<file path="config.mk">
export PLATFORM = sky130hd
export DESIGN_NAME = modular_exponentiation_top
export DESIGN_NICKNAME = d
export VERILOG_FILES = /design/src/rtl/modexp_pkg.sv /design/src/rtl/modexp_seq.sv /design/src/rtl/modexp_dp.sv /design/src/rtl/modular_exponentiation_top.sv
export SDC_FILE = /design/constraint.sdc
export NUM_CORES = 1
export LEC_CHECK = 0
export ABC_AREA = 0
export BUFFER_PORTS_ARGS = -buffer_cell sky130_fd_sc_hd__clkbuf_2
export CELL_PAD_IN_SITES_DETAIL_PLACEMENT = 0
export CELL_PAD_IN_SITES_GLOBAL_PLACEMENT = 2
export CORE_UTILIZATION = 42
export DETAILED_ROUTE_END_ITERATION = 8
export PLACE_DENSITY_LB_ADDON = 0.1
export SYNTH_ARGS = -nofsm -noshare
export SYNTH_HDL_FRONTEND = slang
export SYNTH_SLANG_ARGS = --single-unit
</file>
<file path="constraint.sdc">
create_clock -name clk -period 11.3 [get_ports clk]
set_input_delay 2.825 -clock clk [delete_from_list [all_inputs] [get_ports clk]]
set_output_delay 2.825 -clock clk [all_outputs]
set_load 0.01 [all_outputs]
</file>
<file path="src/rtl/modexp_pkg.sv">
// ----------------------------------------------------------------------------
// modexp_pkg
// Shared types, micro-operations, jump conditions and the control store
// program for the modular exponentiation sequencer.
// ----------------------------------------------------------------------------
package modexp_pkg;

	// Datapath micro-operations
	typedef enum logic [3:0] {
		OP_NOP          = 4'd0,
		OP_LOAD         = 4'd1,   // capture base and exponent, result := 1
		OP_CHECK        = 4'd2,   // latch zero-modulus error flag
		OP_RED_INIT     = 4'd3,   // clear remainder, load bit counter
		OP_RED_STEP     = 4'd4,   // one restoring step of base mod m
		OP_SQ_FROM_ACC  = 4'd5,   // square := reduced base
		OP_MUL_INIT     = 4'd6,   // clear accumulator, multiplier := square
		OP_DBL          = 4'd7,   // acc := 2*acc mod m
		OP_ADD_RES      = 4'd8,   // acc := acc + result mod m when bit set
		OP_ADD_SQ       = 4'd9,   // acc := acc + square mod m when bit set
		OP_RES_FROM_ACC = 4'd10,  // result := product
		OP_SQ_NEXT      = 4'd11,  // square := product, drop exponent bit
		OP_EMIT         = 4'd12   // write the output register
	} op_t;

	// Jump conditions: when true, the step counter takes the target
	typedef enum logic [2:0] {
		C_NEVER     = 3'd0,
		C_ALWAYS    = 3'd1,
		C_NO_INPUT  = 3'd2,
		C_MZERO     = 3'd3,
		C_EZERO     = 3'd4,
		C_EBIT_CLR  = 3'd5,
		C_CNT_NZ    = 3'd6,
		C_OUT_BUSY  = 3'd7
	} cond_t;

	localparam int unsigned PC_W = 4;
	typedef logic [PC_W-1:0] pc_t;

	// Program steps
	localparam pc_t ST_IDLE     = 4'd0;
	localparam pc_t ST_CHECK    = 4'd1;
	localparam pc_t ST_RED_INIT = 4'd2;
	localparam pc_t ST_RED      = 4'd3;
	localparam pc_t ST_RED_END  = 4'd4;
	localparam pc_t ST_LOOP     = 4'd5;
	localparam pc_t ST_TEST     = 4'd6;
	localparam pc_t ST_MR_INIT  = 4'd7;
	localparam pc_t ST_MR_DBL   = 4'd8;
	localparam pc_t ST_MR_ADD   = 4'd9;
	localparam pc_t ST_MR_END   = 4'd10;
	localparam pc_t ST_MS_INIT  = 4'd11;
	localparam pc_t ST_MS_DBL   = 4'd12;
	localparam pc_t ST_MS_ADD   = 4'd13;
	localparam pc_t ST_MS_END   = 4'd14;
	localparam pc_t ST_FIN      = 4'd15;

	typedef struct packed {
		op_t   op;
		cond_t cond;
		pc_t   target;
		logic  take;     // step accepts an input word
	} ctl_word_t;

	typedef struct packed {
		logic in_valid;
		logic m_zero;
		logic e_zero;
		logic e_bit0;
		logic cnt_nz;
		logic out_busy;
	} dp_status_t;

	// Control store
	function automatic ctl_word_t rom_word(input pc_t pc);
		ctl_word_t w;
		w = '{op: OP_NOP, cond: C_NEVER, target: ST_IDLE, take: 1'b0};
		unique case (pc)
			ST_IDLE:     w = '{OP_LOAD,         C_NO_INPUT, ST_IDLE,   1'b1};
			ST_CHECK:    w = '{OP_CHECK,        C_MZERO,    ST_FIN,    1'b0};
			ST_RED_INIT: w = '{OP_RED_INIT,     C_NEVER,    ST_IDLE,   1'b0};
			ST_RED:      w = '{OP_RED_STEP,     C_CNT_NZ,   ST_RED,    1'b0};
			ST_RED_END:  w = '{OP_SQ_FROM_ACC,  C_NEVER,    ST_IDLE,   1'b0};
			ST_LOOP:     w = '{OP_NOP,          C_EZERO,    ST_FIN,    1'b0};
			ST_TEST:     w = '{OP_NOP,          C_EBIT_CLR, ST_MS_INIT, 1'b0};
			ST_MR_INIT:  w = '{OP_MUL_INIT,     C_NEVER,    ST_IDLE,   1'b0};
			ST_MR_DBL:   w = '{OP_DBL,          C_NEVER,    ST_IDLE,   1'b0};
			ST_MR_ADD:   w = '{OP_ADD_RES,      C_CNT_NZ,   ST_MR_DBL, 1'b0};
			ST_MR_END:   w = '{OP_RES_FROM_ACC, C_NEVER,    ST_IDLE,   1'b0};
			ST_MS_INIT:  w = '{OP_MUL_INIT,     C_NEVER,    ST_IDLE,   1'b0};
			ST_MS_DBL:   w = '{OP_DBL,          C_NEVER,    ST_IDLE,   1'b0};
			ST_MS_ADD:   w = '{OP_ADD_SQ,       C_CNT_NZ,   ST_MS_DBL, 1'b0};
			ST_MS_END:   w = '{OP_SQ_NEXT,      C_ALWAYS,   ST_LOOP,   1'b0};
			ST_FIN:      w = '{OP_EMIT,         C_OUT_BUSY, ST_FIN,    1'b0};
			default:     w = '{OP_NOP,          C_ALWAYS,   ST_IDLE,   1'b0};
		endcase
		return w;
	endfunction

endpackage

</file>
<file path="src/rtl/modexp_seq.sv">
// ----------------------------------------------------------------------------
// modexp_seq
// Step counter and control store: fetches one control word per cycle and
// resolves conditional jumps from datapath status.
// ----------------------------------------------------------------------------
module modexp_seq
	import modexp_pkg::*;
(
	input  logic       clk,
	input  logic       arst_n,
	input  dp_status_t status,
	output ctl_word_t  cw
);

	pc_t  pc_q;
	logic jump;

	assign cw = rom_word(pc_q);

	// Evaluate the jump condition of the current step
	always_comb begin
		unique case (cw.cond)
			C_NEVER:    jump = 1'b0;
			C_ALWAYS:   jump = 1'b1;
			C_NO_INPUT: jump = !status.in_valid;
			C_MZERO:    jump = status.m_zero;
			C_EZERO:    jump = status.e_zero;
			C_EBIT_CLR: jump = !status.e_bit0;
			C_CNT_NZ:   jump = status.cnt_nz;
			C_OUT_BUSY: jump = status.out_busy;
			default:    jump = 1'b0;
		endcase
	end

	// Advance or jump; the final step falls through to idle by wrapping
	always_ff @(posedge clk or negedge arst_n) begin
		if (!arst_n) begin
			pc_q <= ST_IDLE;
		end else if (jump) begin
			pc_q <= cw.target;
		end else begin
			pc_q <= pc_q + pc_t'(1);
		end
	end

endmodule

</file>
<file path="src/rtl/modexp_dp.sv">
// ----------------------------------------------------------------------------
// modexp_dp
// Datapath: modulus register, operand registers, one shared add/reduce
// unit for modular doubling, addition and base reduction, and the output
// register.
// ----------------------------------------------------------------------------
module modexp_dp
	import modexp_pkg::*;
#(
	parameter int unsigned WIDTH = 32
) (
	input  logic        clk,
	input  logic        arst_n,
	input  ctl_word_t   cw,
	output dp_status_t  status,
	input  logic        in_valid,
	input  logic [31:0] base,
	input  logic [31:0] exponent,
	input  logic        cfg_we,
	input  logic [31:0] cfg_wdata,
	output logic        out_valid,
	input  logic        out_ready,
	output logic [31:0] power,
	output logic        modulus_error
);

	localparam int unsigned CW = $clog2(WIDTH);

	logic [31:0]      modulus_q;
	logic [WIDTH-1:0] m;
	logic [WIDTH-1:0] sq_q;
	logic [WIDTH-1:0] e_q;
	logic [WIDTH-1:0] res_q;
	logic [WIDTH-1:0] acc_q;
	logic [WIDTH-1:0] mb_q;
	logic [CW-1:0]    cnt_q;
	logic             err_q;
	logic             out_valid_q;
	logic [31:0]      power_q;
	logic             err_out_q;

	logic             load;
	logic             out_busy;
	logic [WIDTH:0]   sum;
	logic [WIDTH:0]   red;
	logic [WIDTH-1:0] acc_next;

	assign m        = WIDTH'(modulus_q);
	assign load     = cw.take && in_valid;
	assign out_busy = out_valid_q && !out_ready;

	assign status.in_valid = in_valid;
	assign status.m_zero   = (m == '0);
	assign status.e_zero   = (e_q == '0);
	assign status.e_bit0   = e_q[0];
	assign status.cnt_nz   = (cnt_q != '0);
	assign status.out_busy = out_busy;

	// Shared add and conditional subtract of the modulus
	always_comb begin
		unique case (cw.op)
			OP_DBL:      sum = {acc_q, 1'b0};
			OP_RED_STEP: sum = {acc_q, mb_q[WIDTH-1]};
			OP_ADD_RES:  sum = {1'b0, acc_q} + (mb_q[WIDTH-1] ? {1'b0, res_q} : '0);
			OP_ADD_SQ:   sum = {1'b0, acc_q} + (mb_q[WIDTH-1] ? {1'b0, sq_q} : '0);
			default:     sum = {1'b0, acc_q};
		endcase
		red      = (sum >= {1'b0, m}) ? (sum - {1'b0, m}) : sum;
		acc_next = red[WIDTH-1:0];
	end

	// Hold the modulus register
	always_ff @(posedge clk or negedge arst_n) begin
		if (!arst_n) begin
			modulus_q <= '0;
		end else if (cfg_we) begin
			modulus_q <= cfg_wdata;
		end
	end

	// Operand registers
	always_ff @(posedge clk) begin
		unique case (cw.op)
			OP_LOAD: begin
				if (load) begin
					mb_q  <= WIDTH'(base);
					e_q   <= WIDTH'(exponent);
					res_q <= WIDTH'(1);
				end
			end
			OP_CHECK: begin
				err_q <= (m == '0);
			end
			OP_RED_INIT: begin
				acc_q <= '0;
				cnt_q <= CW'(WIDTH - 1);
			end
			OP_RED_STEP: begin
				acc_q <= acc_next;
				mb_q  <= {mb_q[WIDTH-2:0], 1'b0};
				cnt_q <= cnt_q - CW'(1);
			end
			OP_SQ_FROM_ACC: begin
				sq_q <= acc_q;
			end
			OP_MUL_INIT: begin
				acc_q <= '0;
				mb_q  <= sq_q;
				cnt_q <= CW'(WIDTH - 1);
			end
			OP_DBL: begin
				acc_q <= acc_next;
			end
			OP_ADD_RES, OP_ADD_SQ: begin
				acc_q <= acc_next;
				mb_q  <= {mb_q[WIDTH-2:0], 1'b0};
				cnt_q <= cnt_q - CW'(1);
			end
			OP_RES_FROM_ACC: begin
				res_q <= acc_q;
			end
			OP_SQ_NEXT: begin
				sq_q <= acc_q;
				e_q  <= {1'b0, e_q[WIDTH-1:1]};
			end
			default: begin
			end
		endcase
	end

	// Output register: fill on emit when free, drop when taken
	always_ff @(posedge clk or negedge arst_n) begin
		if (!arst_n) begin
			out_valid_q <= 1'b0;
		end else if (cw.op == OP_EMIT && !out_busy) begin
			out_valid_q <= 1'b1;
		end else if (out_ready) begin
			out_valid_q <= 1'b0;
		end
	end

	always_ff @(posedge clk) begin
		if (cw.op == OP_EMIT && !out_busy) begin
			power_q   <= err_q ? '0 : 32'(res_q);
			err_out_q <= err_q;
		end
	end

	assign out_valid     = out_valid_q;
	assign power         = power_q;
	assign modulus_error = err_out_q;

endmodule

</file>
<file path="src/rtl/modular_exponentiation_top.sv">
// ----------------------------------------------------------------------------
// modular_exponentiation_top
// Right-to-left binary modular exponentiation run by a microcoded
// sequencer over a shift-and-add modular multiply datapath.
//
//   channel | signals                        | direction
//   --------+--------------------------------+----------
//   input   | in_valid, in_ready, base,      | in
//           | exponent                       |
//   output  | out_valid, out_ready, power,   | out
//           | modulus_error                  |
//   config  | cfg_we, cfg_wdata (modulus)    | in
//
// One word at a time. A zero modulus jumps from the check step straight
// to the final step. Otherwise the base is reduced mod m, then for each
// exponent bit up to the last set one the result is multiplied by the
// square when the bit is set and the square is squared; the modular
// multiply does one doubling and one addition step per multiplier bit
// through a single add/reduce unit. A finished word waits in the output
// register while the next input word is taken; the sequencer holds on
// its last step only while that register is still full. Reset clears
// the modulus to zero and returns the step counter to idle.
// ----------------------------------------------------------------------------
module modular_exponentiation_top
	import modexp_pkg::*;
#(
	parameter int unsigned WIDTH = 32
) (
	input  logic        clk,
	input  logic        arst_n,
	input  logic        in_valid,
	output logic        in_ready,
	input  logic [31:0] base,
	input  logic [31:0] exponent,
	output logic        out_valid,
	input  logic        out_ready,
	output logic [31:0] power,
	output logic        modulus_error,
	input  logic        cfg_we,
	input  logic [31:0] cfg_wdata
);

	ctl_word_t  cw;
	dp_status_t status;

	modexp_seq u_seq (
		.clk    (clk),
		.arst_n (arst_n),
		.status (status),
		.cw     (cw)
	);

	modexp_dp #(
		.WIDTH (WIDTH)
	) u_dp (
		.clk           (clk),
		.arst_n        (arst_n),
		.cw            (cw),
		.status        (status),
		.in_valid      (in_valid),
		.base          (base),
		.exponent      (exponent),
		.cfg_we        (cfg_we),
		.cfg_wdata     (cfg_wdata),
		.out_valid     (out_valid),
		.out_ready     (out_ready),
		.power         (power),
		.modulus_error (modulus_error)
	);

	assign in_ready = cw.take;

	// One word in flight: no second accept right after the first
	a_single_item: assert property (@(posedge clk) disable iff (!arst_n)
		(in_valid && in_ready) |=> !in_ready)
		else $error("input taken twice in a row");

	// Error words always carry a zero power
	a_err_zero: assert property (@(posedge clk) disable iff (!arst_n)
		(out_valid && modulus_error) |-> (power == '0))
		else $error("error word with nonzero power");

	// A new result only appears while the sequencer is busy
	a_emit_busy: assert property (@(posedge clk) disable iff (!arst_n)
		$rose(out_valid) |-> $past(!in_ready))
		else $error("result emitted from idle");

endmodule
</file>
* Yosys cells after proc, flatten, opt, wreduce, memory -nomap -nowiden
Memories as Yosys holds them, arrays and structs flattened.
Cells that the tools add are included.
** Storage, ports and cells
- Register bits after elaboration :: 236
- Bits in latches :: 0
- RAM bits :: 0
- ROM bits :: 192
- Input bits :: 101
- Memories :: 1
** Memory list
- (name not given) :: depth 16, width 12, read ports 1, clocked after memory_dff 0, write ports 0, line modexp_pkg.sv:78 : unique case (pc)
** Cells by class
- Add/sub/neg operators :: 5
- Multipliers :: 0
- Divide/modulo/power cells :: 0
- Magnitude comparators :: 1
- Equality and inequality tests :: 20
- Shifts and indexed selects :: 0
- Muxes and demuxes :: 16
- Bitwise operators :: 0
- Reduce and logical (&&, ||, !) cells :: 24
** Operators with widths (number)
- 32-bit 2-to-1 mux :: 6
- 32-bit case mux with 2 select lines :: 3
- 33-bit case mux with 4 select lines :: 1
- 32-bit case mux with 3 select lines :: 1
- 32-bit by 33-bit adder with 33-bit output :: 2
- 32-bit zero test :: 2
- 33-bit by 32-bit >= comparator with 1-bit output :: 1
- 32-bit subtractor :: 1
- 4-bit equality test (second input constant) :: 5
- 4-bit by 3-bit equality test with 1-bit output (second input constant) :: 4
- 3-bit equality test (second input constant) :: 4
- 5-bit case mux with 2 select lines :: 1
- 2-bit nonzero test :: 5
- 4-bit by 2-bit equality test with 1-bit output (second input constant) :: 2
- 1-bit case mux with 8 select lines :: 1
- 3-bit by 2-bit equality test with 1-bit output (second input constant) :: 2
- 2-bit AND reduction :: 3
- 5-bit nonzero test :: 1
- 5-bit by 1-bit subtractor with 5-bit output (second input constant) :: 1
- 4-bit by 1-bit adder with 4-bit output (second input constant) :: 1
- 4-bit by 1-bit equality test with 1-bit output (second input constant) :: 1
- 1-bit zero test :: 4
- 4-bit 2-to-1 mux :: 1
- 2-bit OR reduction :: 2
- 8 further kinds :: 11

* Longest topological paths before layout
- Depth in word-level cells :: 6
- Depth in mapped cells :: 34
- Depth with buffers taken out :: 30

* By module
From an unflattened synthesis, not the netlist that was laid out.
** Unflattened totals
- Cells, all modules :: 1459
- Area, all modules :: 14378.8 µm²
** By module, submodules not included
- modexp_dp :: times used 1, cells an instance 1385, area each 13777.0 µm², sequential area each 6801.5 µm²
- modexp_seq :: times used 1, cells an instance 74, area each 601.8 µm², sequential area each 100.1 µm²

* Worst setup path before layout
No wires, ideal clock.
- Kind :: register to register
- From :: register u_seq.pc_q[0]
- To :: register u_dp.acc_q[17] (data pin)
- Library setup time :: 0.270 ns
- Arrival time :: 6.340 ns
- Setup slack :: 4.689 ns
- Stages on the path, launching flop included :: 32
- Path buffers :: 4
- Clock period less this slack :: 6.611 ns
- Cell sequence :: dfrtp_1 -> inv_1 -> ha_1 -> buf_2 -> mux4_2 -> nor2_1 -> nand2_1 -> clkbuf_1 -> nand2_1 -> a21boi_0 -> ha_1 -> a21o_1 -> a31o_2 -> nand3_1 -> a32oi_1 -> o41ai_1 -> o21bai_1 -> xor2_1 -> a22oi_1 -> nand2_1 -> ha_1 -> and4_1 -> and3_1 -> nand3b_1 -> a21oi_1 -> nor3_1 -> a31oi_1 -> or3_1 -> buf_6 -> buf_2 -> nand3_1 -> o221ai_1
** On the way
- Cells in the longest elaborated chain, start to end :: 6
- Elaborated cells between the ends (all ways) :: 14
- Classes of those cells :: add/sub (1); order compare (1); eq/ne (6); mux (3); reduce/logical (2); memory (1)
** RTL lines
- start, declared :: line modexp_seq.sv:15 : pc_t pc_q;
- start signal, assigned :: line modexp_seq.sv:40 : pc_q <= cw.target;
- start signal, assigned :: line modexp_seq.sv:42 : pc_q <= pc_q + pc_t'(1);
- memory read 16 x 12 bit (*)
- 4-bit equality test / 4-bit by 3-bit equality test with 1-bit output (equally long branches) :: line modexp_dp.sv:61, modexp_dp.sv:83
- 33-bit case mux with 4 select lines :: line modexp_dp.sv:61 : unique case (cw.op)
- 32-bit subtractor / 33-bit by 32-bit >= comparator with 1-bit output (equally long branches) :: line modexp_dp.sv:68 : red = (sum >= {1'b0, m}) ? (sum - {1'b0, m}) : sum;
- 32-bit 2-to-1 mux :: line modexp_dp.sv:68
- 32-bit case mux with 2 select lines (*) :: line modexp_dp.sv:83 : unique case (cw.op)
- end signal, assigned :: line modexp_dp.sv:99 : acc_q <= acc_next;
- end signal, assigned :: line modexp_dp.sv:112 : acc_q <= acc_next;
- end signal, assigned :: line modexp_dp.sv:115 : acc_q <= acc_next;
- end, declared :: line modexp_dp.sv:34 : logic [WIDTH-1:0] acc_q;
Every way passes the cells marked *; elsewhere a longest branch is shown, timed or not.
A chain may end at the register's enable or synchronous reset.

* Worst setup path in the final report
- From :: register u_seq.pc_q[0]
- To :: register u_dp.acc_q[21] (data pin)
Same word-level chain as after synthesis.

==> out/metrics.yaml <==
status:
  status: "finished clean"
placement:
  io_buffer_count: 135
  dp.final_hpwl_microns: 28620
  place_area_sq_um: 15560
  place.gp.congestion: 0.8570
  place.detailed.instances: 2001
clock_tree:
  cts.sink_count: 236
  cts_setup_buffers: 0
  cts_buffers: 28
  clock_path_buffers: 3
  path_clk_slew_ns: 0.06
  clk_root_buffer_cell: "clkbuf_16"
  post_cts_hold_buffer_count: 0
  cts.repair.resized: 0
  h-tree-depth: 1
  clk_latency_ns: 0.54
  cts_tree: "built"
critical_path:
  crit_top_cell: "nand2_1"
  cp.required_ns: 11.58
  critPathArrivalTime_ns: 7.97
  critical_path.max_stage_delay_ns: 0.64
  capturing_element_type_of_the_critical_path: "flop"
  worst-path-max-fanout: 32
  timing.critical_path.slowest_stage_cell: "o41ai_1"
  cp-start-kind: "flop"
  critPathKind: "flop to flop"
min_path:
  worst_hold_path_type: "flop to flop"
drt:
  met3_wirelength_from_detailed_routing_microns: 1651
  vias: 11061
  detail_route.wirelength_microns: 38260
  met2WireLength_microns: 16150
  drt-met1-wl_microns: 19830
  antenna_violating_nets_remaining: 0
  drcViolationCount: 0
  drt-pass1-iter-count: 5
  viasPerCell: 5.390
  route.detailed.wl_per_inst_microns: 18.64
  top_signal_layer_used: "met4"
  drt_initial_violations: 786
cells_and_area:
  number_of_standard_cells_in_the_layout_taps_in_and_fillers_out: 2052
  areaGrowthSynthToFinish_pct: 14.11
  num-fill-cells: 3267
  num-nets-final: 1758
  final_design_area_no_fill_sq_um: 16430
  multi_input_comb_area_sq_um: 7053
  sequential_cell_area_sq_um: 6902
  drive_above_1_share_pct: 16.46
  n_antenna_cell: 0
yosys:
  synth_ff_type: "edfxtp_1"
  count_of_state_elements_after_synthesis: 236
  synth_edf_count: 199
  postSynth.asyncResetShare_pct: 15.68
  syn-instance-count: 1466
  synth.yosys.seq_area_share_pct: 47.93
  synth_warnings: 0
  mappedNetlistNets: 1641
  synth.cell_area_sq_um: 14400
  ys_types: 76
  postSynthAreaPerCell_sq_um: 9.822
global_routing:
  groute.usage.overall_pct: 21.83
  grt_pass1_wl_microns: 60830
  initial_antenna_violation_count: 1
  grt_pass1_vias: 10812
  grt_start_max_net_pins: 64
  gr-total-overflow: 0
sta:
  unrepaired_setup_endpoints_after_global_routing: "no"
  setup_viol_count_final: 0
  maxSlewViolCount: 0
  normalized_max_slew_margin_pct: 24.26
  max_freq_mhz: 130.0
  timing.final.crit_share_pct: 68.07
  tightest_pin_transition_ns: 1.136
  finalHoldViolations: 0
  post-route-min-period_ns: 7.692
  setup_total_negative_slack_ns: 0
  final.hold.worst_slack_ns: 0.5302
  finClkSkew_ns: 0.01431
floorplan:
  full_die_area_sq_um: 35030
  design.core.area_sq_um: 33620
  pin_count: 136
  dieWidth_microns: 187.2
  num_rows: 67
  initial_core_util_pct: 42.83
  chipHeight_microns: 187.2
run:
  maxCapViolations: 0
final timing paths:
path                                              start                            to  slack, ns  depth (start not counted)
setup / recovery                u_seq.pc_q[0]$_DFF_PN0_  u_dp.acc_q[21]$_SDFFCE_PN0P_       3.61                         31
hold / removal             u_dp.acc_q[31]$_SDFFCE_PN0P_       u_dp.sq_q[31]$_DFFE_PP_       0.53                          0
setup reg to reg                u_seq.pc_q[0]$_DFF_PN0_  u_dp.acc_q[21]$_SDFFCE_PN0P_       3.61                         31
hold reg to reg            u_dp.acc_q[31]$_SDFFCE_PN0P_       u_dp.sq_q[31]$_DFFE_PP_       0.53                          0
max in group asynchronous                        arst_n        u_dp.m[11]$_DFFE_PN0P_       8.21                          1
min in group asynchronous                        arst_n       u_seq.pc_q[3]$_DFF_PN0_       2.46                          1
through the flow:
stage	setup WS [ns]	utilization, %
2_1_floorplan	4.689	-
3_3_place_gp	3.804	46.28
3_5_place_dp	3.566	46.28
4_1_cts	3.567	48.88
5_1_grt	2.932	48.88
6_report	3.608	48.88
placed cells by master (no fill, tap or decap), types with 6 or more instances in the layout:
cell type / instances
and3_1: 17
nor2b_1: 41
nor2_1: 83
clkinv_2: 9
a211oi_1: 6
clkbuf_2: 135
buf_4: 19
o211ai_1: 11
nand3_1: 21
mux2_2: 34
nor4_1: 17
o21a_1: 15
inv_1: 58
o21ai_0: 85
edfxtp_1: 199
xor2_1: 24
a22oi_1: 41
o31ai_1: 6
nand4_1: 14
nand2_1: 257
clkbuf_16: 30
a21o_1: 22
a21oi_1: 82
o21bai_1: 10
and2_1: 36
nor2_2: 6
a31oi_1: 10
nor3_1: 20
xnor2_1: 29
a21boi_0: 38
nand2b_1: 10
o22ai_1: 8
ha_1: 72
dfrtp_1: 37
synth_stat cells (all sizes together), types with 37 or more instances:
cell	count	area [sq um]
dfrtp	37	925.9
nor2	90	337.8
ha	72	900.9
a21oi	84	424.2
o21ai	91	466.7
nand2	257	964.7
a21boi	38	285.3
clkbuf	52	195.2
inv	59	224.0
a22oi	41	307.8
nor2b	41	256.5
edfxtp	199	5976
registers in the layout, summed over array words and instances, names as in the netlist:
| signal | count |
|---|---|
| u_dp.modulus_error | 1 |
| u_dp.out_valid | 1 |
| u_dp.e_q | 32 |
| u_dp.cnt_q | 5 |
| u_dp.acc_q | 32 |
| u_dp.sq_q | 32 |
| u_dp.err_q | 1 |
| u_dp.power | 32 |
| u_dp.mb_q | 32 |
| u_seq.pc_q | 4 |
| u_dp.m | 32 |
| u_dp.res_q | 32 |
logic make-up after synthesis:
| family | after synthesis | share of synthesized area (%) |
|---|---|---|
| multiplexers | 41 | 3.319 |
| AND/OR/NAND/NOR | 547 | 17.55 |
| flip-flops | 236 | 47.93 |
| buffers and inverters | 126 | 3.519 |
| XOR/XNOR | 53 | 3.224 |
| AO/OA/AOI/OAI | 389 | 17.92 |
| adder cells (fa/ha/maj) | 74 | 6.535 |
per-layer routing:
metal	vias up	GRT usage, %
met5	-	0
met4	0	4.098
met3	37	2.195
met2	276	32.48
met1	5163	34.26
li1	5585	-
layout make-up:
cell class	count	area share, %
clock inverter	13	0.3807
inverter	59	1.363
multi-input combinational	1104	42.93
timing repair buffer	154	4.980
tap	448	3.412
clock buffer	38	4.935
sequential	236	42.00
critical path: cells and delay by family (launching register included):
family          cells  cell delay (ns)
compound gates     11             2.57
xor+xnor            1             0.17
fa+ha+maj           3             0.99
buf+inv             3             0.75
flops               1             0.51
simple gates       13             2.44
Power is not shown: default switching activity piles up to over one toggle a cycle in this logic, so the estimate is an artifact.
